**src/sv/vtm_pkg.sv**
```systemverilog
// Shared types and constants of the vectored thruster mixer.
`default_nettype none

package vtm_pkg;

	// raw mixed values (Q30) and their magnitudes
	localparam int RAW_W = 35;
	localparam int MAG_W = 34;
	// normalized quotient, Q20, magnitude up to one
	localparam int QUO_W = 21;
	localparam int QS_W = QUO_W + 1;
	localparam int REM_W = MAG_W + 1;
	localparam int STEP_W = 5;

	// shared multiplier
	localparam int MA_W = 18;
	localparam int MB_W = 32;
	localparam int PROD_W = MA_W + MB_W;

	localparam int PWM_W = 11;
	localparam int PWM_N = 10;
	localparam int ARM_N = 3;
	localparam int THR_N = 7;

	localparam int CFG_IDX_W = 3;
	localparam int CFG_DATA_W = 15;

	localparam logic [15:0] COS45_Q16 = 16'd46341;
	localparam logic [MAG_W-1:0] ONE_Q30 = MAG_W'(1) << 30;

	typedef enum logic [CFG_IDX_W-1:0] {
		REG_DEADBAND      = 3'd0,
		REG_PWM_CENTER    = 3'd1,
		REG_PWM_HALF_SPAN = 3'd2,
		REG_BACK_VERT     = 3'd3,
		REG_SHOULDER_GAIN = 3'd4,
		REG_TILT_GAIN     = 3'd5,
		REG_TWIST_GAIN    = 3'd6
	} cfg_reg_t;

	typedef enum logic [2:0] {
		ST_IDLE,
		ST_PROD,
		ST_MAX,
		ST_DIVGO,
		ST_DIVW,
		ST_MAP,
		ST_FLUSH,
		ST_OUT
	} state_t;

	typedef enum logic [2:0] {
		WB_NONE,
		WB_PA,
		WB_PB,
		WB_PC,
		WB_ARM,
		WB_PWM_ARM,
		WB_PWM_THR
	} wb_kind_t;

	// writeback tag: where the registered product of the shared multiplier goes
	typedef struct packed {
		wb_kind_t kind;
		logic [3:0] idx;
	} wb_t;

endpackage

`default_nettype wire

```
**src/sv/vtm_div.sv**
```systemverilog
// Restoring divider, one quotient bit per cycle, for group normalization.
`default_nettype none

module vtm_div (
	input  logic                        clk,
	input  logic                        arst_n,
	input  logic                        start,
	input  logic [vtm_pkg::MAG_W-1:0]   dividend,
	input  logic [vtm_pkg::MAG_W-1:0]   divisor,
	output logic                        done,
	output logic [vtm_pkg::QUO_W-1:0]   quotient
);
	import vtm_pkg::*;

	localparam logic [STEP_W-1:0] LAST_STEP = STEP_W'(QUO_W - 1);

	logic busy_q;
	logic done_q;
	logic [STEP_W-1:0] cnt_q;
	logic [REM_W-1:0] rem_q;
	logic [MAG_W-1:0] div_q;
	logic [QUO_W-1:0] quo_q;
	logic ge;
	logic [REM_W-1:0] rem_sub;

	// dividend <= divisor, so remainder stays below twice the divisor
	assign ge = rem_q >= {1'b0, div_q};
	assign rem_sub = ge ? rem_q - {1'b0, div_q} : rem_q;

	always_ff @(posedge clk or negedge arst_n) begin
		if (!arst_n) begin
			busy_q <= 1'b0;
			done_q <= 1'b0;
			cnt_q <= '0;
		end else begin
			done_q <= 1'b0;
			if (start) begin
				busy_q <= 1'b1;
				cnt_q <= '0;
			end else if (busy_q) begin
				cnt_q <= cnt_q + STEP_W'(1);
				if (cnt_q == LAST_STEP) begin
					busy_q <= 1'b0;
					done_q <= 1'b1;
				end
			end
		end
	end

	always_ff @(posedge clk) begin
		if (start) begin
			rem_q <= {1'b0, dividend};
			div_q <= divisor;
			quo_q <= '0;
		end else if (busy_q) begin
			rem_q <= {rem_sub[REM_W-2:0], 1'b0};
			quo_q <= {quo_q[QUO_W-2:0], ge};
		end
	end

	assign done = done_q;
	assign quotient = quo_q;

endmodule

`default_nettype wire

```
**src/sv/vectored_thruster_mixer.sv**
```systemverilog
// Top level of the vectored thruster mixer: sequencer, shared multiplier, registers.
`default_nettype none

// Mixes one teleoperation sample (signed Q2.14) into ten servo/thruster pulse
// widths in microseconds. Four horizontal thrusters are mixed at a 45 degree
// heading from forward, strafe and rotate; three vertical ones from the
// trigger difference. Each group is divided by its largest magnitude when
// that exceeds one, then thrust below the deadband, or any thrust while the
// disable latch is set, is zeroed; values map to center + half_span * value
// (rounded down, clamped to 0..2047). Arm axes are stick * gain, mapped the
// same way. The disable latch is set by disable_button or a missing pad and
// cleared by enable_button, and is updated before the sample is mixed.
// Timing: one word at a time. An accepted word passes through the products
// and arm mappings on the shared multiplier, the group maxima, the seven
// divisions on the single bit-serial divider (the dominant cost), the thrust
// mapping on the multiplier and a final writeback before its result shows on
// out_valid. in_stall is high from acceptance until the result is taken.
// Config writes (cfg_ready is always high) belong in idle periods.

module vectored_thruster_mixer (
	input  logic                              clk,
	input  logic                              arst_n,
	// config write channel
	input  logic                              cfg_valid,
	output logic                              cfg_ready,
	input  logic [vtm_pkg::CFG_IDX_W-1:0]     cfg_index,
	input  logic [vtm_pkg::CFG_DATA_W-1:0]    cfg_data,
	// input word
	input  logic                              in_valid,
	output logic                              in_stall,
	input  logic signed [15:0]                fwd,
	input  logic signed [15:0]                strafe,
	input  logic signed [15:0]                rotate,
	input  logic [14:0]                       right_trigger,
	input  logic [14:0]                       left_trigger,
	input  logic signed [15:0]                shoulder_stick,
	input  logic signed [15:0]                tilt_stick,
	input  logic signed [15:0]                twist_stick,
	input  logic                              claw_button,
	input  logic                              enable_button,
	input  logic                              disable_button,
	input  logic                              pad_connected,
	// result word
	output logic                              out_valid,
	input  logic                              out_stall,
	output logic [vtm_pkg::PWM_W-1:0]         front_right_pwm,
	output logic [vtm_pkg::PWM_W-1:0]         back_right_pwm,
	output logic [vtm_pkg::PWM_W-1:0]         back_left_pwm,
	output logic [vtm_pkg::PWM_W-1:0]         front_left_pwm,
	output logic [vtm_pkg::PWM_W-1:0]         up_left_pwm,
	output logic [vtm_pkg::PWM_W-1:0]         up_right_pwm,
	output logic [vtm_pkg::PWM_W-1:0]         up_back_pwm,
	output logic [vtm_pkg::PWM_W-1:0]         shoulder_pwm,
	output logic [vtm_pkg::PWM_W-1:0]         tilt_pwm,
	output logic [vtm_pkg::PWM_W-1:0]         twist_pwm,
	output logic                              claw_cmd,
	output logic                              disabled_flag
);
	import vtm_pkg::*;

	// sequencer step limits
	localparam logic [3:0] LAST_PROD = 4'd8;   // 6 products + 3 arm mappings
	localparam logic [3:0] LAST_ELEM = 4'd6;   // seven thrusters

	// config registers, reset values
	localparam logic [14:0] DEADBAND_RST = 15'd1638;
	localparam logic [10:0] CENTER_RST   = 11'd1500;
	localparam logic [8:0]  HALF_RST     = 9'd400;
	localparam logic [14:0] BVG_RST      = 15'd6554;
	localparam logic [14:0] SHG_RST      = 15'd819;
	localparam logic [14:0] TLG_RST      = 15'd819;
	localparam logic [14:0] TWG_RST      = 15'd8192;

	logic [14:0] deadband_q;
	logic [10:0] center_q;
	logic [8:0]  half_q;
	logic [14:0] bvg_q;
	logic [14:0] shg_q;
	logic [14:0] tlg_q;
	logic [14:0] twg_q;

	// sequencer
	state_t state_q, state_d;
	logic [3:0] idx_q, idx_d;
	logic in_acc;

	// captured word
	logic signed [15:0] fwd_q, strafe_q, rot_q, d_q;
	logic signed [15:0] sh_q, tl_q, tw_q;
	logic claw_q;
	logic latch_q;

	// shared multiplier
	logic signed [MA_W-1:0] mul_a;
	logic signed [MB_W-1:0] mul_b;
	wb_t wb_d, wb_s1;
	logic signed [PROD_W-1:0] prod_s1;

	// intermediate results
	logic signed [RAW_W-1:0] pa_q, pb_q;
	logic signed [31:0] pc_q;
	logic signed [31:0] arm_q [ARM_N];
	logic signed [QS_W-1:0] q_q [THR_N];
	logic [PWM_W-1:0] pwm_q [PWM_N];
	logic [MAG_W-1:0] mh_q, mv_q;

	// combinational datapath
	logic signed [16:0] sum_sf, dif_sf, negd;
	logic signed [RAW_W-1:0] rot35, vd35, ub35, raw_cur, neg_raw;
	logic [MAG_W-1:0] mag_cur;
	logic div_start, div_done;
	logic [QUO_W-1:0] div_quo;
	logic q_zero;
	logic signed [QS_W-1:0] q_signed;
	logic signed [13:0] map_val;
	logic signed [14:0] map_sum;
	logic [PWM_W-1:0] pwm_map;

	assign cfg_ready = 1'b1;
	assign in_acc = in_valid && !in_stall;

	//------------------------------------------------------------------
	// config registers
	always_ff @(posedge clk or negedge arst_n) begin
		if (!arst_n) begin
			deadband_q <= DEADBAND_RST;
			center_q <= CENTER_RST;
			half_q <= HALF_RST;
			bvg_q <= BVG_RST;
			shg_q <= SHG_RST;
			tlg_q <= TLG_RST;
			twg_q <= TWG_RST;
		end else if (cfg_valid && cfg_ready) begin
			unique case (cfg_index)
				REG_DEADBAND:      deadband_q <= cfg_data;
				REG_PWM_CENTER:    center_q <= cfg_data[10:0];
				REG_PWM_HALF_SPAN: half_q <= cfg_data[8:0];
				REG_BACK_VERT:     bvg_q <= cfg_data;
				REG_SHOULDER_GAIN: shg_q <= cfg_data;
				REG_TILT_GAIN:     tlg_q <= cfg_data;
				REG_TWIST_GAIN:    twg_q <= cfg_data;
				default: begin
				end
			endcase
		end
	end

	//------------------------------------------------------------------
	// next state
	always_comb begin
		state_d = state_q;
		idx_d = idx_q;
		unique case (state_q)
			ST_IDLE: begin
				if (in_acc) begin
					state_d = ST_PROD;
					idx_d = '0;
				end
			end
			ST_PROD: begin
				if (idx_q == LAST_PROD) begin
					state_d = ST_MAX;
					idx_d = '0;
				end else begin
					idx_d = idx_q + 4'd1;
				end
			end
			ST_MAX: begin
				if (idx_q == LAST_ELEM) begin
					state_d = ST_DIVGO;
					idx_d = '0;
				end else begin
					idx_d = idx_q + 4'd1;
				end
			end
			ST_DIVGO: state_d = ST_DIVW;
			ST_DIVW: begin
				if (div_done) begin
					if (idx_q == LAST_ELEM) begin
						state_d = ST_MAP;
						idx_d = '0;
					end else begin
						state_d = ST_DIVGO;
						idx_d = idx_q + 4'd1;
					end
				end
			end
			ST_MAP: begin
				if (idx_q == LAST_ELEM) begin
					state_d = ST_FLUSH;
				end else begin
					idx_d = idx_q + 4'd1;
				end
			end
			ST_FLUSH: state_d = ST_OUT;
			ST_OUT: begin
				if (!out_stall) begin
					state_d = ST_IDLE;
				end
			end
			default: state_d = ST_IDLE;
		endcase
	end

	always_ff @(posedge clk or negedge arst_n) begin
		if (!arst_n) begin
			state_q <= ST_IDLE;
			idx_q <= '0;
		end else begin
			state_q <= state_d;
			idx_q <= idx_d;
		end
	end

	//------------------------------------------------------------------
	// sequencer outputs: multiplier operands, writeback tag, handshakes
	assign sum_sf = {fwd_q[15], fwd_q} + {strafe_q[15], strafe_q};
	assign dif_sf = {strafe_q[15], strafe_q} - {fwd_q[15], fwd_q};

	always_comb begin
		mul_a = '0;
		mul_b = '0;
		wb_d = '{kind: WB_NONE, idx: '0};
		div_start = 1'b0;
		in_stall = (state_q != ST_IDLE);
		out_valid = (state_q == ST_OUT);
		unique case (state_q)
			ST_PROD: begin
				unique case (idx_q)
					4'd0: begin
						mul_a = {2'b00, COS45_Q16};
						mul_b = {{15{sum_sf[16]}}, sum_sf};
						wb_d = '{kind: WB_PA, idx: '0};
					end
					4'd1: begin
						mul_a = {2'b00, COS45_Q16};
						mul_b = {{15{dif_sf[16]}}, dif_sf};
						wb_d = '{kind: WB_PB, idx: '0};
					end
					4'd2: begin
						mul_a = {3'b000, bvg_q};
						mul_b = {{16{d_q[15]}}, d_q};
						wb_d = '{kind: WB_PC, idx: '0};
					end
					4'd3: begin
						mul_a = {3'b000, shg_q};
						mul_b = {{16{sh_q[15]}}, sh_q};
						wb_d = '{kind: WB_ARM, idx: 4'd0};
					end
					4'd4: begin
						mul_a = {3'b000, tlg_q};
						mul_b = {{16{tl_q[15]}}, tl_q};
						wb_d = '{kind: WB_ARM, idx: 4'd1};
					end
					4'd5: begin
						mul_a = {3'b000, twg_q};
						mul_b = {{16{tw_q[15]}}, tw_q};
						wb_d = '{kind: WB_ARM, idx: 4'd2};
					end
					4'd6: begin
						mul_a = {9'd0, half_q};
						mul_b = arm_q[0];
						wb_d = '{kind: WB_PWM_ARM, idx: idx_q + 4'd1};
					end
					4'd7: begin
						mul_a = {9'd0, half_q};
						mul_b = arm_q[1];
						wb_d = '{kind: WB_PWM_ARM, idx: idx_q + 4'd1};
					end
					4'd8: begin
						mul_a = {9'd0, half_q};
						mul_b = arm_q[2];
						wb_d = '{kind: WB_PWM_ARM, idx: idx_q + 4'd1};
					end
					default: begin
					end
				endcase
			end
			ST_MAP: begin
				mul_a = {9'd0, half_q};
				mul_b = {{(MB_W-QS_W){q_q[idx_q[2:0]][QS_W-1]}}, q_q[idx_q[2:0]]};
				wb_d = '{kind: WB_PWM_THR, idx: idx_q};
			end
			ST_DIVGO: div_start = 1'b1;
			default: begin
			end
		endcase
	end

	// product register and its writeback tag
	always_ff @(posedge clk or negedge arst_n) begin
		if (!arst_n) begin
			wb_s1 <= '{kind: WB_NONE, idx: '0};
		end else begin
			wb_s1 <= wb_d;
		end
	end

	always_ff @(posedge clk) begin
		prod_s1 <= mul_a * mul_b;
	end

	//------------------------------------------------------------------
	// pulse mapping: center + floor(product / 2^frac), clamped
	always_comb begin
		if (wb_s1.kind == WB_PWM_ARM) begin
			map_val = prod_s1[41:28];
		end else begin
			map_val = prod_s1[33:20];
		end
		map_sum = $signed({4'b0000, center_q}) + 15'(map_val);
		if (map_sum < 15'sd0) begin
			pwm_map = '0;
		end else if (map_sum > 15'sd2047) begin
			pwm_map = '1;
		end else begin
			pwm_map = map_sum[PWM_W-1:0];
		end
	end

	always_ff @(posedge clk) begin
		unique case (wb_s1.kind)
			WB_PA:  pa_q <= prod_s1[RAW_W-1:0];
			WB_PB:  pb_q <= prod_s1[RAW_W-1:0];
			WB_PC:  pc_q <= prod_s1[31:0];
			WB_ARM: arm_q[wb_s1.idx[1:0]] <= prod_s1[31:0];
			WB_PWM_ARM, WB_PWM_THR: pwm_q[wb_s1.idx] <= pwm_map;
			default: begin
			end
		endcase
	end

	//------------------------------------------------------------------
	// raw Q30 mix of the current thruster, from stored products
	assign rot35 = {{3{rot_q[15]}}, rot_q, 16'h0000};
	assign negd = -{d_q[15], d_q};
	assign vd35 = {{2{negd[16]}}, negd, 16'h0000};
	assign ub35 = -{pc_q[31], pc_q, 2'b00};

	always_comb begin
		unique case (idx_q[2:0])
			3'd0: raw_cur = pa_q + rot35;     // front right
			3'd1: raw_cur = pb_q - rot35;     // back right
			3'd2: raw_cur = pa_q - rot35;     // back left
			3'd3: raw_cur = -pb_q - rot35;    // front left
			3'd4: raw_cur = vd35;             // up left
			3'd5: raw_cur = vd35;             // up right
			3'd6: raw_cur = ub35;             // up back
			default: raw_cur = '0;
		endcase
	end

	assign neg_raw = -raw_cur;
	assign mag_cur = raw_cur[RAW_W-1] ? neg_raw[MAG_W-1:0] : raw_cur[MAG_W-1:0];

	//------------------------------------------------------------------
	// input capture, disable latch
	always_ff @(posedge clk or negedge arst_n) begin
		if (!arst_n) begin
			latch_q <= 1'b0;
		end else if (in_acc) begin
			if (disable_button || !pad_connected) begin
				latch_q <= 1'b1;
			end else if (enable_button) begin
				latch_q <= 1'b0;
			end
		end
	end

	always_ff @(posedge clk) begin
		if (in_acc) begin
			fwd_q <= fwd;
			strafe_q <= strafe;
			rot_q <= rotate;
			d_q <= $signed({1'b0, right_trigger}) - $signed({1'b0, left_trigger});
			sh_q <= shoulder_stick;
			tl_q <= tilt_stick;
			tw_q <= twist_stick;
			claw_q <= claw_button;
		end
	end

	//------------------------------------------------------------------
	// group maxima, floor of one
	always_ff @(posedge clk) begin
		if (in_acc) begin
			mh_q <= ONE_Q30;
			mv_q <= ONE_Q30;
		end else if (state_q == ST_MAX) begin
			if (idx_q < 4'd4) begin
				if (mag_cur > mh_q) begin
					mh_q <= mag_cur;
				end
			end else if (mag_cur > mv_q) begin
				mv_q <= mag_cur;
			end
		end
	end

	//------------------------------------------------------------------
	// normalization: |raw| * 2^20 / max, then deadband and disable
	vtm_div u_div (
		.clk      (clk),
		.arst_n   (arst_n),
		.start    (div_start),
		.dividend (mag_cur),
		.divisor  ((idx_q < 4'd4) ? mh_q : mv_q),
		.done     (div_done),
		.quotient (div_quo)
	);

	assign q_zero = latch_q || (div_quo < {deadband_q, 6'b000000});
	assign q_signed = raw_cur[RAW_W-1] ? -$signed({1'b0, div_quo}) : $signed({1'b0, div_quo});

	always_ff @(posedge clk) begin
		if (state_q == ST_DIVW && div_done) begin
			q_q[idx_q[2:0]] <= q_zero ? '0 : q_signed;
		end
	end

	//------------------------------------------------------------------
	// result word
	assign front_right_pwm = pwm_q[0];
	assign back_right_pwm  = pwm_q[1];
	assign back_left_pwm   = pwm_q[2];
	assign front_left_pwm  = pwm_q[3];
	assign up_left_pwm     = pwm_q[4];
	assign up_right_pwm    = pwm_q[5];
	assign up_back_pwm     = pwm_q[6];
	assign shoulder_pwm    = pwm_q[7];
	assign tilt_pwm        = pwm_q[8];
	assign twist_pwm       = pwm_q[9];
	assign claw_cmd        = claw_q;
	assign disabled_flag   = latch_q;

endmodule

`default_nettype wire

```
**config.mk**
```make
export PLATFORM = sky130hd
export DESIGN_NAME = vectored_thruster_mixer
export DESIGN_NICKNAME = d
export VERILOG_FILES = /design/src/sv/vtm_pkg.sv /design/src/sv/vtm_div.sv /design/src/sv/vectored_thruster_mixer.sv
export SDC_FILE = /design/constraint.sdc
export NUM_CORES = 2
export LEC_CHECK = 0
export BUFFER_PORTS_ARGS = -buffer_cell sky130_fd_sc_hd__clkbuf_2
export CAP_MARGIN = 15
export CORE_ASPECT_RATIO = 1.1
export CORE_MARGIN = 10
export CORE_UTILIZATION = 68
export CTS_CLUSTER_SIZE = 24
export DETAILED_ROUTE_END_ITERATION = 10
export GPL_TIMING_DRIVEN = 1
export PLACE_DENSITY = 0.87
export SYNTH_ARGS = -nofsm -noshare
export SYNTH_HDL_FRONTEND = slang
export SYNTH_HIERARCHICAL = 1
export SYNTH_SLANG_ARGS = --single-unit
```
**constraint.sdc**
```tcl
create_clock -name clk -period 27.7 [get_ports clk]
set_clock_uncertainty 0.05 [all_clocks]
set_input_delay 1.385 -clock clk [delete_from_list [all_inputs] [get_ports clk]]
set_output_delay 1.385 -clock clk [all_outputs]
set_load 0.01 [all_outputs]
```
==> results.sh <==
export IMPL_final_cell_count_no_fill=7614
export IMPL_synth_edff_count=643
export IMPL_finalPower_w=0.008218
export IMPL_ys_ff_latch=892
export IMPL_clock_path_buffers=3
export IMPL_slew_headroom=0.1586
export IMPL_ant_nets=0
export IMPL_slowest_stage="o31ai_1"
export IMPL_clock_sinks=892
export IMPL_startpoint_type="flip-flop"
export IMPL_placementRows=117
export IMPL_cellPowerDensity_mw_per_mm2=118.7
export IMPL_cts_inserted_buffers=88
export IMPL_crit_path_max_fanout=51
export IMPL_cts_tree="built"
export IMPL_post_route_period_util=0.4053
export IMPL_die_x_um=310.6
export IMPL_grt_first_pass_wirelength_um=301600
export IMPL_ys_top_cells_by_count="inv_1 (816), edfxtp_1 (643), nand2_1 (588)"
export IMPL_worst_r2r_cell_count=35
export IMPL_critPathCaptureType="flip-flop"
export IMPL_grt_antenna_before_repair=13
export IMPL_synth_area_top_cells="edfxtp_1 (31%), fa_1 (14%), ha_1 (7.5%)"
export IMPL_final_nets=7253
export IMPL_die_y_um=339.6
export IMPL_fin_crit_ps=11230
export IMPL_first_pass_iters=9
export IMPL_setup_viol=0
export IMPL_p_leak_nw=29.06
export IMPL_area_growth_pct=9.615
export IMPL_grt_max_degree=84
export IMPL_critical_path_class="reg -> reg"
export IMPL_drive_gt1_frac=0.1283
export IMPL_rsz0062_at_grt="false"
export IMPL_core_area_mm2=0.09237
export IMPL_synth_fp_nets=7058
export IMPL_syn_area_mm2=0.06315
export IMPL_ios=268
export IMPL_use_met1=0.4514
export IMPL_placed_area_mm2=0.06600
export IMPL_cts_root_buffer="clkbuf_16"
export IMPL_gp_congestion=1.017
export IMPL_avgRoutedWirePerCell_um=26.36
export IMPL_slowest_delay_ps=670
export IMPL_drtIter0Drc=6288
export IMPL_drc=0
export IMPL_final_setup_tns_ps=0
export IMPL_vias=49701
export IMPL_final_area_mm2=0.06923
export IMPL_cp_data_required_time_ps=28190
export IMPL_min_delay_path_depth=2
export IMPL_io_buffers=266
export IMPL_initial_core_util=0.6837
export IMPL_synth_top_area_share=0.3057
export IMPL_cts_resized=0
export IMPL_ys_seq_area_frac=0.3947
export IMPL_fmax_ghz=0.08906
export IMPL_ys_warnings_count=6
export IMPL_ir_drop_mv=0.08112
export IMPL_syn_inst=6089
export IMPL_cts_hold_buf=0
export IMPL_clock_latency_ps=710
export IMPL_holdCritPathClass="reg -> reg"
export IMPL_final_seq_area_mm2=0.02493
export IMPL_ys_async_sr_fraction=0.1312
export IMPL_grt_usage=0.3728
export IMPL_gr_total_overflow=0
export IMPL_final_hold_violation_count=0
export IMPL_post_cts_buffers=0
export IMPL_clk_pin_slew_ps=60
export IMPL_yosysMostFrequentCell="inv_1"
export IMPL_dp_hpwl_um=149400
export IMPL_grtUsageMet2=0.6068
export IMPL_avgViaCountPerCell=6.528
export IMPL_status="finished clean"
export IMPL_fillers=6040
export IMPL_arrival_ps=11720
export IMPL_yosysUniqueCellTypes=114
export IMPL_grtUsageMet3=0.07707
export IMPL_synth_top_cell_by_area="edfxtp_1"
export IMPL_multi_input_area_mm2=0.03439
export IMPL_grt_pass1_vias=50201
export IMPL_drt_total_wl_um=200700
export IMPL_cap_violations=0
export IMPL_syn_area_per_cell_um2=10.37
export IMPL_dieArea_mm2=0.1055
export IMPL_worst_slew_pin_slew_ps=1255
export IMPL_fin_util=0.7494
export IMPL_synth_flop_cell="edfxtp_1"
export IMPL_h_tree_depth=3
export IMPL_busiest_layer="met2"
export IMPL_place_inst=7438
export IMPL_slew_viol_final=0
## through the flow
| step | setup WS (ps) | hold WS, ps |
|---|---|---|
| floorplan | 18080 | 371.7 |
| global placement | 16260 | 393.8 |
| detailed placement | 16030 | 398.4 |
| CTS | 15920 | 408.5 |
| global route | 16020 | 427.0 |
| finish | 16470 | 408.7 |
## power breakdown
part / internal, W / switching, W
Sequential: 0.00182 / 0.000225
Clock: 0.000757 / 0.000549
Combinational: 0.00173 / 0.00314
## cell type report
class / instances / area share
multi-input combinational: 4118 / 0.4968
sequential: 892 / 0.3601
inverter: 817 / 0.04437
clock buffer: 115 / 0.03553
timing repair buffer: 367 / 0.03049
tap: 1249 / 0.02257
clock inverter: 49 / 0.009887
antenna: 7 / 0.0002530
## flip-flops by register name, indices dropped and copies added (netlist names), 21 cells and up
name            count
pc_q               32
u_div/quotient     21
pb_q               35
mv_q               34
u_div/div_q        34
u_div/rem_q        35
prod_s1            42
arm_q              96
q_q               154
pwm_q             110
mh_q               34
pa_q               35
## final timing paths
kind	to	start	slack [ps]
worst max-delay path	prod_s1[40]	idx_q[0]	16470
worst min-delay path	mv_q[27]	mv_q[27]	410
worst max register to register	prod_s1[40]	idx_q[0]	16470
worst min register to register	mv_q[27]	mv_q[27]	410
max in group asynchronous	center_q[4]	arst_n	25370
min in group asynchronous	deadband_q[14]	arst_n	540
## per-layer routing
layer | wire length [um] | share of wire | up-vias
met4 | 14750 | 0.073 | 6
met5 | 54 | 0.00027 | -
met1 | 70500 | 0.35 | 24334
met3 | 20920 | 0.10 | 731
li1 | - | - | 21542
met2 | 94500 | 0.47 | 3088
## critical path: cells and delay by family (launching register included)
family                   cells  cell delay, ps
adder cells (fa/ha/maj)      8            3950
buffers and inverters        9            2230
AO/OA/AOI/OAI               11            2770
AND/OR/NAND/NOR              6            1560
XOR/XNOR                     1             110
flip-flops                   1             340
## cells in the final DEF, fill, tap and decap left out, types with 134 or more instances in the layout
cell type,n
inv_1,816
edfxtp_1,643
nand2_1,588
fa_1,439
nor2_1,430
ha_1,377
a21oi_1,275
clkbuf_2,265
o21ai_0,217
mux2_2,162
xnor2_1,134
## cells by family after synthesis
family,Yosys count,share of synthesized area
and+or+nand+nor,1620,0.1214
AOI/OAI and AO/OA,1212,0.1306
buffers and inverters,1079,0.06473
DFF,892,0.3947
adders and majority gates,816,0.2139
muxes,255,0.04503
xor gates and xnor gates,214,0.02968
other,1,0.00005938
Note: power is estimated with default switching activity, not from simulation.
